`config.mk`:
```
export PLATFORM = sky130hd
export DESIGN_NAME = frequency_counter_measure_controller_core
export DESIGN_NICKNAME = d
export VERILOG_FILES = /design/src/hdl/fcmc_pkg.sv /design/src/hdl/fcmc_in_reg.sv /design/src/hdl/fcmc_fsm.sv /design/src/hdl/frequency_counter_measure_controller_core.sv
export SDC_FILE = /design/constraint.sdc
export NUM_CORES = 1
export LEC_CHECK = 0
export BUFFER_PORTS_ARGS = -buffer_cell sky130_fd_sc_hd__buf_2
export CAP_MARGIN = 20
export CELL_PAD_IN_SITES_DETAIL_PLACEMENT = 0
export CELL_PAD_IN_SITES_GLOBAL_PLACEMENT = 1
export CORE_ASPECT_RATIO = 0.75
export CORE_MARGIN = 3
export CORE_UTILIZATION = 48
export DETAILED_ROUTE_END_ITERATION = 16
export PLACE_DENSITY = 0.92
export SYNTH_ARGS = -nofsm -noshare
export SYNTH_HDL_FRONTEND = slang
export SYNTH_SLANG_ARGS = --single-unit
```
`constraint.sdc`:
```
create_clock -name aclk -period 5.45 [get_ports aclk]
set_input_delay 1.09 -clock aclk [delete_from_list [all_inputs] [get_ports aclk]]
set_output_delay 1.09 -clock aclk [all_outputs]
set_load 0.1 [all_outputs]
```
`src/hdl/fcmc_pkg.sv`:
```
// Package for the frequency counter measure controller.
// Holds the poll and result beat types and the phase codes.
// No dependencies.
`default_nettype none

package fcmc_pkg;

    localparam int CountWidth = 32;
    localparam int ByteWidth  = 8;
    localparam int SelWidth   = 2;
    localparam int SentWidth  = 4;

    localparam logic [ByteWidth-1:0] StartMask    = 8'h80;
    localparam logic [ByteWidth-1:0] ChannelMask  = 8'h03;
    localparam logic [ByteWidth-1:0] TimebaseMask = 8'h0C;
    localparam logic [ByteWidth-1:0] IndexMask    = 8'h70;
    localparam logic [SentWidth-1:0] SentOne      = 4'h1;

    localparam logic [SentWidth-1:0] SentMeasLoad = 4'd0;
    localparam logic [SentWidth-1:0] SentRefLoad  = 4'd4;
    localparam logic [SentWidth-1:0] SentDone     = 4'd8;

    // Phase codes as seen on the result port.
    localparam logic [1:0] PhaseCodeStartup  = 2'd0;
    localparam logic [1:0] PhaseCodeIdle     = 2'd1;
    localparam logic [1:0] PhaseCodeMeasure  = 2'd2;
    localparam logic [1:0] PhaseCodeTransmit = 2'd3;

    typedef enum logic [3:0] {
        PH_STARTUP  = 4'b0001,
        PH_IDLE     = 4'b0010,
        PH_MEASURE  = 4'b0100,
        PH_TRANSMIT = 4'b1000
    } phase_t;

    typedef struct packed {
        logic [ByteWidth-1:0]  rx_byte;
        logic                  meas_valid;
        logic [CountWidth-1:0] meas_count;
        logic [CountWidth-1:0] ref_count;
        logic                  uart_busy;
    } poll_t;

    typedef struct packed {
        logic [SelWidth-1:0]  channel_sel;
        logic [SelWidth-1:0]  timebase_sel;
        logic [ByteWidth-1:0] led_byte;
        logic                 start_level;
        logic                 reset_level;
        logic [ByteWidth-1:0] tx_byte;
        logic                 tx_strobe;
        logic [1:0]           phase;
    } result_t;

    function automatic logic [1:0] phase_code(input phase_t ph);
        logic [1:0] code;
        unique case (ph)
            PH_STARTUP:  code = PhaseCodeStartup;
            PH_IDLE:     code = PhaseCodeIdle;
            PH_MEASURE:  code = PhaseCodeMeasure;
            PH_TRANSMIT: code = PhaseCodeTransmit;
            default:     code = PhaseCodeStartup;
        endcase
        return code;
    endfunction

endpackage

`default_nettype wire

```
`src/hdl/fcmc_in_reg.sv`:
```
// Input register stage for the measure controller.
// Captures one poll beat and holds it until the control stage takes it.
// Depends on fcmc_pkg.
`default_nettype none

module fcmc_in_reg (
    input  wire logic          aclk,
    input  wire logic          aresetn,
    input  wire logic          s_valid,
    output logic               s_ready,
    input  wire fcmc_pkg::poll_t s_item,
    output logic               item_valid,
    output fcmc_pkg::poll_t    item,
    input  wire logic          item_take
);
    import fcmc_pkg::*;

    logic  valid_reg;
    logic  valid_next;
    poll_t item_reg;

    // The stage frees up in the same cycle its beat is taken.
    assign s_ready = !valid_reg || item_take;

    always_comb begin
        valid_next = valid_reg;
        if (s_ready) begin
            valid_next = s_valid;
        end
    end

    always_ff @(posedge aclk) begin
        if (!aresetn) begin
            valid_reg <= 1'b0;
        end else begin
            valid_reg <= valid_next;
        end
    end

    always_ff @(posedge aclk) begin
        if (s_valid && s_ready) begin
            item_reg <= s_item;
        end
    end

    assign item_valid = valid_reg;
    assign item       = item_reg;

endmodule

`default_nettype wire

```
`src/hdl/fcmc_fsm.sv`:
```
// Phase sequencer, capture and byte shifter of the measure controller,
// with the result register. Depends on fcmc_pkg.
`default_nettype none

module fcmc_fsm (
    input  wire logic            aclk,
    input  wire logic            aresetn,
    input  wire logic            item_valid,
    input  wire fcmc_pkg::poll_t item,
    output logic                 item_take,
    output logic                 m_valid,
    input  wire logic            m_ready,
    output fcmc_pkg::result_t    result
);
    import fcmc_pkg::*;

    phase_t                phase_reg,     phase_next;
    logic [SentWidth-1:0]  sent_reg,      sent_next;
    logic [CountWidth-1:0] shift_reg,     shift_next;
    logic [CountWidth-1:0] meas_reg,      meas_next;
    logic [CountWidth-1:0] ref_reg,       ref_next;
    logic [SelWidth-1:0]   channel_reg,   channel_next;
    logic [SelWidth-1:0]   timebase_reg,  timebase_next;
    logic [ByteWidth-1:0]  led_reg,       led_next;
    logic                  start_reg,     start_next;
    logic                  rst_line_reg,  rst_line_next;
    logic [ByteWidth-1:0]  tx_reg,        tx_next;
    logic                  strobe;
    logic [CountWidth-1:0] word;
    logic [SentWidth-1:0]  echo_index;

    logic    m_valid_reg, m_valid_next;
    result_t result_reg,  result_next;

    assign item_take  = item_valid && (!m_valid_reg || m_ready);
    assign echo_index = {1'b0, 3'((item.rx_byte & IndexMask) >> 4)};

    always_comb begin
        phase_next    = phase_reg;
        sent_next     = sent_reg;
        shift_next    = shift_reg;
        meas_next     = meas_reg;
        ref_next      = ref_reg;
        channel_next  = channel_reg;
        timebase_next = timebase_reg;
        led_next      = led_reg;
        start_next    = start_reg;
        rst_line_next = rst_line_reg;
        tx_next       = tx_reg;
        strobe        = 1'b0;
        word          = shift_reg;

        unique case (phase_reg)
            PH_STARTUP: begin
                phase_next = PH_IDLE;
            end
            PH_IDLE: begin
                if ((item.rx_byte & StartMask) != '0) begin
                    channel_next  = SelWidth'(item.rx_byte & ChannelMask);
                    timebase_next = SelWidth'((item.rx_byte & TimebaseMask) >> 2);
                    led_next      = item.rx_byte;
                    rst_line_next = 1'b0;
                    start_next    = 1'b1;
                    phase_next    = PH_MEASURE;
                end
            end
            PH_MEASURE: begin
                if (item.meas_valid) begin
                    start_next    = 1'b0;
                    meas_next     = item.meas_count;
                    ref_next      = item.ref_count;
                    sent_next     = '0;
                    rst_line_next = 1'b1;
                    phase_next    = PH_TRANSMIT;
                end
            end
            PH_TRANSMIT: begin
                if (!item.uart_busy) begin
                    start_next = 1'b0;
                    // The measured count goes first, then the reference count.
                    if (sent_reg == SentMeasLoad) begin
                        word = meas_reg;
                    end
                    if (sent_reg == SentRefLoad) begin
                        word = ref_reg;
                    end
                    if (sent_reg == SentDone) begin
                        tx_next    = '0;
                        phase_next = PH_IDLE;
                    end
                    shift_next = word;
                    if (echo_index == sent_reg) begin
                        tx_next    = word[CountWidth-1 -: ByteWidth];
                        strobe     = 1'b1;
                        shift_next = {word[CountWidth-ByteWidth-1:0], {ByteWidth{1'b0}}};
                        sent_next  = sent_reg + SentOne;
                    end
                end
            end
            default: begin
                phase_next = PH_STARTUP;
            end
        endcase
    end

    always_comb begin
        result_next.channel_sel  = channel_next;
        result_next.timebase_sel = timebase_next;
        result_next.led_byte     = led_next;
        result_next.start_level  = start_next;
        result_next.reset_level  = rst_line_next;
        result_next.tx_byte      = tx_next;
        result_next.tx_strobe    = strobe;
        result_next.phase        = phase_code(phase_next);

        m_valid_next = m_valid_reg;
        if (item_take) begin
            m_valid_next = 1'b1;
        end else if (m_ready) begin
            m_valid_next = 1'b0;
        end
    end

    always_ff @(posedge aclk) begin
        if (!aresetn) begin
            phase_reg    <= PH_STARTUP;
            sent_reg     <= '0;
            shift_reg    <= '0;
            meas_reg     <= '0;
            ref_reg      <= '0;
            channel_reg  <= '0;
            timebase_reg <= '0;
            led_reg      <= '0;
            start_reg    <= 1'b0;
            rst_line_reg <= 1'b0;
            tx_reg       <= '0;
            m_valid_reg  <= 1'b0;
        end else begin
            if (item_take) begin
                phase_reg    <= phase_next;
                sent_reg     <= sent_next;
                shift_reg    <= shift_next;
                meas_reg     <= meas_next;
                ref_reg      <= ref_next;
                channel_reg  <= channel_next;
                timebase_reg <= timebase_next;
                led_reg      <= led_next;
                start_reg    <= start_next;
                rst_line_reg <= rst_line_next;
                tx_reg       <= tx_next;
            end
            m_valid_reg <= m_valid_next;
        end
    end

    always_ff @(posedge aclk) begin
        if (item_take) begin
            result_reg <= result_next;
        end
    end

    assign m_valid = m_valid_reg;
    assign result  = result_reg;

endmodule

`default_nettype wire

```
`src/hdl/frequency_counter_measure_controller_core.sv`:
```
// Top level of the frequency counter measure controller.
// Instantiates fcmc_in_reg and fcmc_fsm; depends on fcmc_pkg.
//
//   Channel | Direction | Handshake          | Beat contents
//   s_      | in        | s_valid / s_ready  | one poll: command, valid flag, counts, busy
//   m_      | out       | m_valid / m_ready  | one result: held lines, tx byte, strobe, phase
//
// Polls go in every cycle unless m_ready stalls; results pass the input, then result register.
// The phase register and byte shifter update once per beat, as it leaves the input register.
// Reset is synchronous, active low, and returns the controller to the startup phase.
// A stall on m_ready holds the result register, and the input register keeps one more poll.
`default_nettype none

module frequency_counter_measure_controller_core (
    input  wire logic        aclk,
    input  wire logic        aresetn,
    input  wire logic        s_valid,
    output logic             s_ready,
    input  wire logic [7:0]  s_rx_byte,
    input  wire logic        s_meas_valid,
    input  wire logic [31:0] s_meas_count,
    input  wire logic [31:0] s_ref_count,
    input  wire logic        s_uart_busy,
    output logic             m_valid,
    input  wire logic        m_ready,
    output logic [1:0]       m_channel_sel,
    output logic [1:0]       m_timebase_sel,
    output logic [7:0]       m_led_byte,
    output logic             m_start_level,
    output logic             m_reset_level,
    output logic [7:0]       m_tx_byte,
    output logic             m_tx_strobe,
    output logic [1:0]       m_phase
);
    import fcmc_pkg::*;

    poll_t   s_item;
    poll_t   item;
    logic    item_valid;
    logic    item_take;
    result_t result;

    always_comb begin
        s_item.rx_byte    = s_rx_byte;
        s_item.meas_valid = s_meas_valid;
        s_item.meas_count = s_meas_count;
        s_item.ref_count  = s_ref_count;
        s_item.uart_busy  = s_uart_busy;
    end

    fcmc_in_reg u_in_reg (
        .aclk       (aclk),
        .aresetn    (aresetn),
        .s_valid    (s_valid),
        .s_ready    (s_ready),
        .s_item     (s_item),
        .item_valid (item_valid),
        .item       (item),
        .item_take  (item_take)
    );

    fcmc_fsm u_fsm (
        .aclk       (aclk),
        .aresetn    (aresetn),
        .item_valid (item_valid),
        .item       (item),
        .item_take  (item_take),
        .m_valid    (m_valid),
        .m_ready    (m_ready),
        .result     (result)
    );

    assign m_channel_sel  = result.channel_sel;
    assign m_timebase_sel = result.timebase_sel;
    assign m_led_byte     = result.led_byte;
    assign m_start_level  = result.start_level;
    assign m_reset_level  = result.reset_level;
    assign m_tx_byte      = result.tx_byte;
    assign m_tx_strobe    = result.tx_strobe;
    assign m_phase        = result.phase;

endmodule

`default_nettype wire

```
==> impl_results.md <==
- Drc violations: 0
- Antenna diodes: 0
- Fin crit period: about 2.9 ns
- Crit start category: primary input
- DPL Wire Length: roughly 11 mm
- Worst-margin pin slew: just over 0.8 ns
- Reg clk slew, reported paths: approximately 0.060 ns
- Total setup buffers inserted after CTS: 0
- Cells after Synth: ~850
- Global placer's final weighted congestion: around 0.82
- Routed Antenna Nets: 0
- Final setup viols: 0
- Yosys reg bits: about 230
- Main synth FF type: dfxtp_1
- # clock sinks: roughly 230
- Top post-synthesis cells by area: edfxtp_1 33%, dfxtp_1 29%, nand2_1 8.4%
- DR iter-0 viols: 489
- Status: complete, no violations
- Die area: around 0.020 sq mm
- GR Util met2: about a quarter
- H-tree depth: 1
- YS warnings: 0
- Post_cts resized: 0
- Largest net degree at the start of global routing: between 60 and 70
- Worst Path Arrival: roughly 1.8 ns
- CTS buffer count: 22
- GR peak layer: met1
- Highest clock rate: 0.3485 GHz
- DR vias: 6,045
- Setup Skew: 0.01253 ns
- GR Overflow Total: 0
- Area leader, netlist: edfxtp_1
- Slew Limit Fails: 0
- Worst-path fanout max: 3
- Worst hold path class: register to register
- Crit. End Element: output pin
- Cell leakage power: 3.668 nW
- Post-synthesis average cell area: about 11 sq um
- Peak VDD IR: 0.0002692 V
- Initial antenna violation count: 0
- Initial Util: between 40% and 50%
- Commonest cells after routing, fill and taps aside: 201 x nand2_1, 127 x dfxtp_1, 114 x a21oi_1
- Sequential area share after synthesis: roughly three fifths
- Fraction of registers with async set/reset: 0%
- Final Cycle Share: a little over half
- Core area: between 0.015 and 0.02 sq mm
- Routed WL: around 18 mm
- RSZ-0062 raised after global routing: false
- P per Cell Area: approximately 330 mW/mm^2
- Final #Nets: approximately 1,000
- Max Cap Viol: 0
- Area Overhead vs Synth: 14.30%
- Relative slew slack: 45.56%
- Clk Latency, worst-skew pair: 0.50 ns
- Clock root cell: clkbuf_16
- Grt met3 use: 3.424%
- Synth Net Count: 928
- CTS Hold Buffers Added: 0
- Final hold violation count: 0
- Slack of the critical path: 2.580 ns
- Netlist Area Pre-Place: ~0.0090 sq mm
- Synth cell types: 50
- Most common cell after layout, fill and taps aside: nand2_1
- EDFF count, synth: 99
- M1 GR Usage: 28.04%
- Pre-CTS setup slack: between 2 and 2.5 ns
- Total Neg Setup Slack: 0 ns
- Die H: around 120 um
- Largest register FFs: 74
- Ratio of cells with drive above 1 in the final layout: 19.30%
- Ports: 105
- Post-synth top area share: 33.11%
- Via density: a little over 5
- Clock Path Buffers: 3
- CTS tree: yes
- Global Route Usage Sum: 17.34%
- Port Buf Inserts: approximately 100
- Wire length per cell: roughly 15 um
- Die W: roughly 160 um
- Setup CP Type: primary input to output pin
- Rows: 42
- Pre-antenna DRT Iters: 7
- First-pass GRT wire length: 28.85 mm
- Number of global-route vias before repair: around 5,600
- Required @ worst endpoint: between 4 and 5 ns
==> synthesized netlist by cell type (2+ instances only) <==
master    count
mux2i_1      57
a22oi_1       8
edfxtp_1     99
or4b_4        2
a31oi_1       2
nor4_1        3
a22o_1        8
dfxtp_1     128
nand2b_1      4
buf_4        12
inv_1         5
xnor2_1       2
a21o_1        2
buf_2        10
a211oi_1      6
nand2_1     202
a211oi_2     19
nor2_1       80
o21ai_0       5
and2_1        2
buf_1         5
ha_1          2
o22ai_1       9
nor2b_1       2
and4_1        2
xor2_1        3
buf_6         5
a21oi_1     114
nand2_2       3
clkinv_1      2
clkbuf_1     26
==> report_power, final <==
group	total [W]	switching [W]	internal, W
clock network	0.00142	0.000607	0.000816
registers	0.00184	0.0000230	0.00182
logic	0.000150	0.000109	0.0000410
==> logic make-up (layout without fill, tap and decap cells) <==
group                      Yosys count  in the layout  synth area share (%)
and+or+nand+nor                    314            314                 14.80
DFF                                227            227                 61.64
adders and majority gates            2              2                0.2786
muxes                               57             57                 6.354
buffers and inverters               65            160                 3.776
AOI/OAI and AO/OA                  178            178                 12.67
xor gates and xnor gates             5              5                0.4878
==> routing by layer <==
metal | vias to the layer above | wire, um
li1 | 3100 | -
met1 | 2767 | 9247
met2 | 149 | 7293
met3 | 29 | 1064
met4 | 0 | 302
met5 | - | 0
==> critical path: stages <==
cell and delay (ns):
buf_2 0.10, nor2b_1 0.18, nand2_1 0.10, buf_2 0.30
==> worst paths after layout <==
kind	start	to	slack, ns	cells after the start
worst max-delay path	m_ready	s_ready	2.58	4
worst min-delay path	u_fsm.meas_reg[20]$_SDFFE_PN0P_	u_fsm.meas_reg[20]$_SDFFE_PN0P_	0.45	2
worst max register to register	u_fsm.phase_reg[2]$_SDFFE_PN0P_	u_fsm.sent_reg[2]$_SDFFE_PN0P_	2.82	6
worst min register to register	u_fsm.meas_reg[20]$_SDFFE_PN0P_	u_fsm.meas_reg[20]$_SDFFE_PN0P_	0.45	2
==> cell type report <==
class                      count  area (sq um)
timing repair buffer         114         595.6
sequential                   227          5537
clock buffer                  35         650.6
inverter                       7         27.53
fill                        1581          7709
clock inverter                 4         18.77
multi-input combinational    556          3132
tap                          242         302.8
==> metrics by stage <==
step                      util (%)  cells  power (W)  area, sq um  hold slack [ns]
final                        57.11   1185   0.003417        10260           0.4521
after floorplan                  -    848   0.001983         8980           0.4313
after global placement       53.38   1146   0.002031         9594           0.4419
after detailed placement     53.38   1146   0.002032         9594           0.4456
after global routing         57.11   1185   0.003542        10260           0.4682
after CTS                    57.11   1185   0.003453        10260           0.4541
Power figures use the tool's default switching activity.
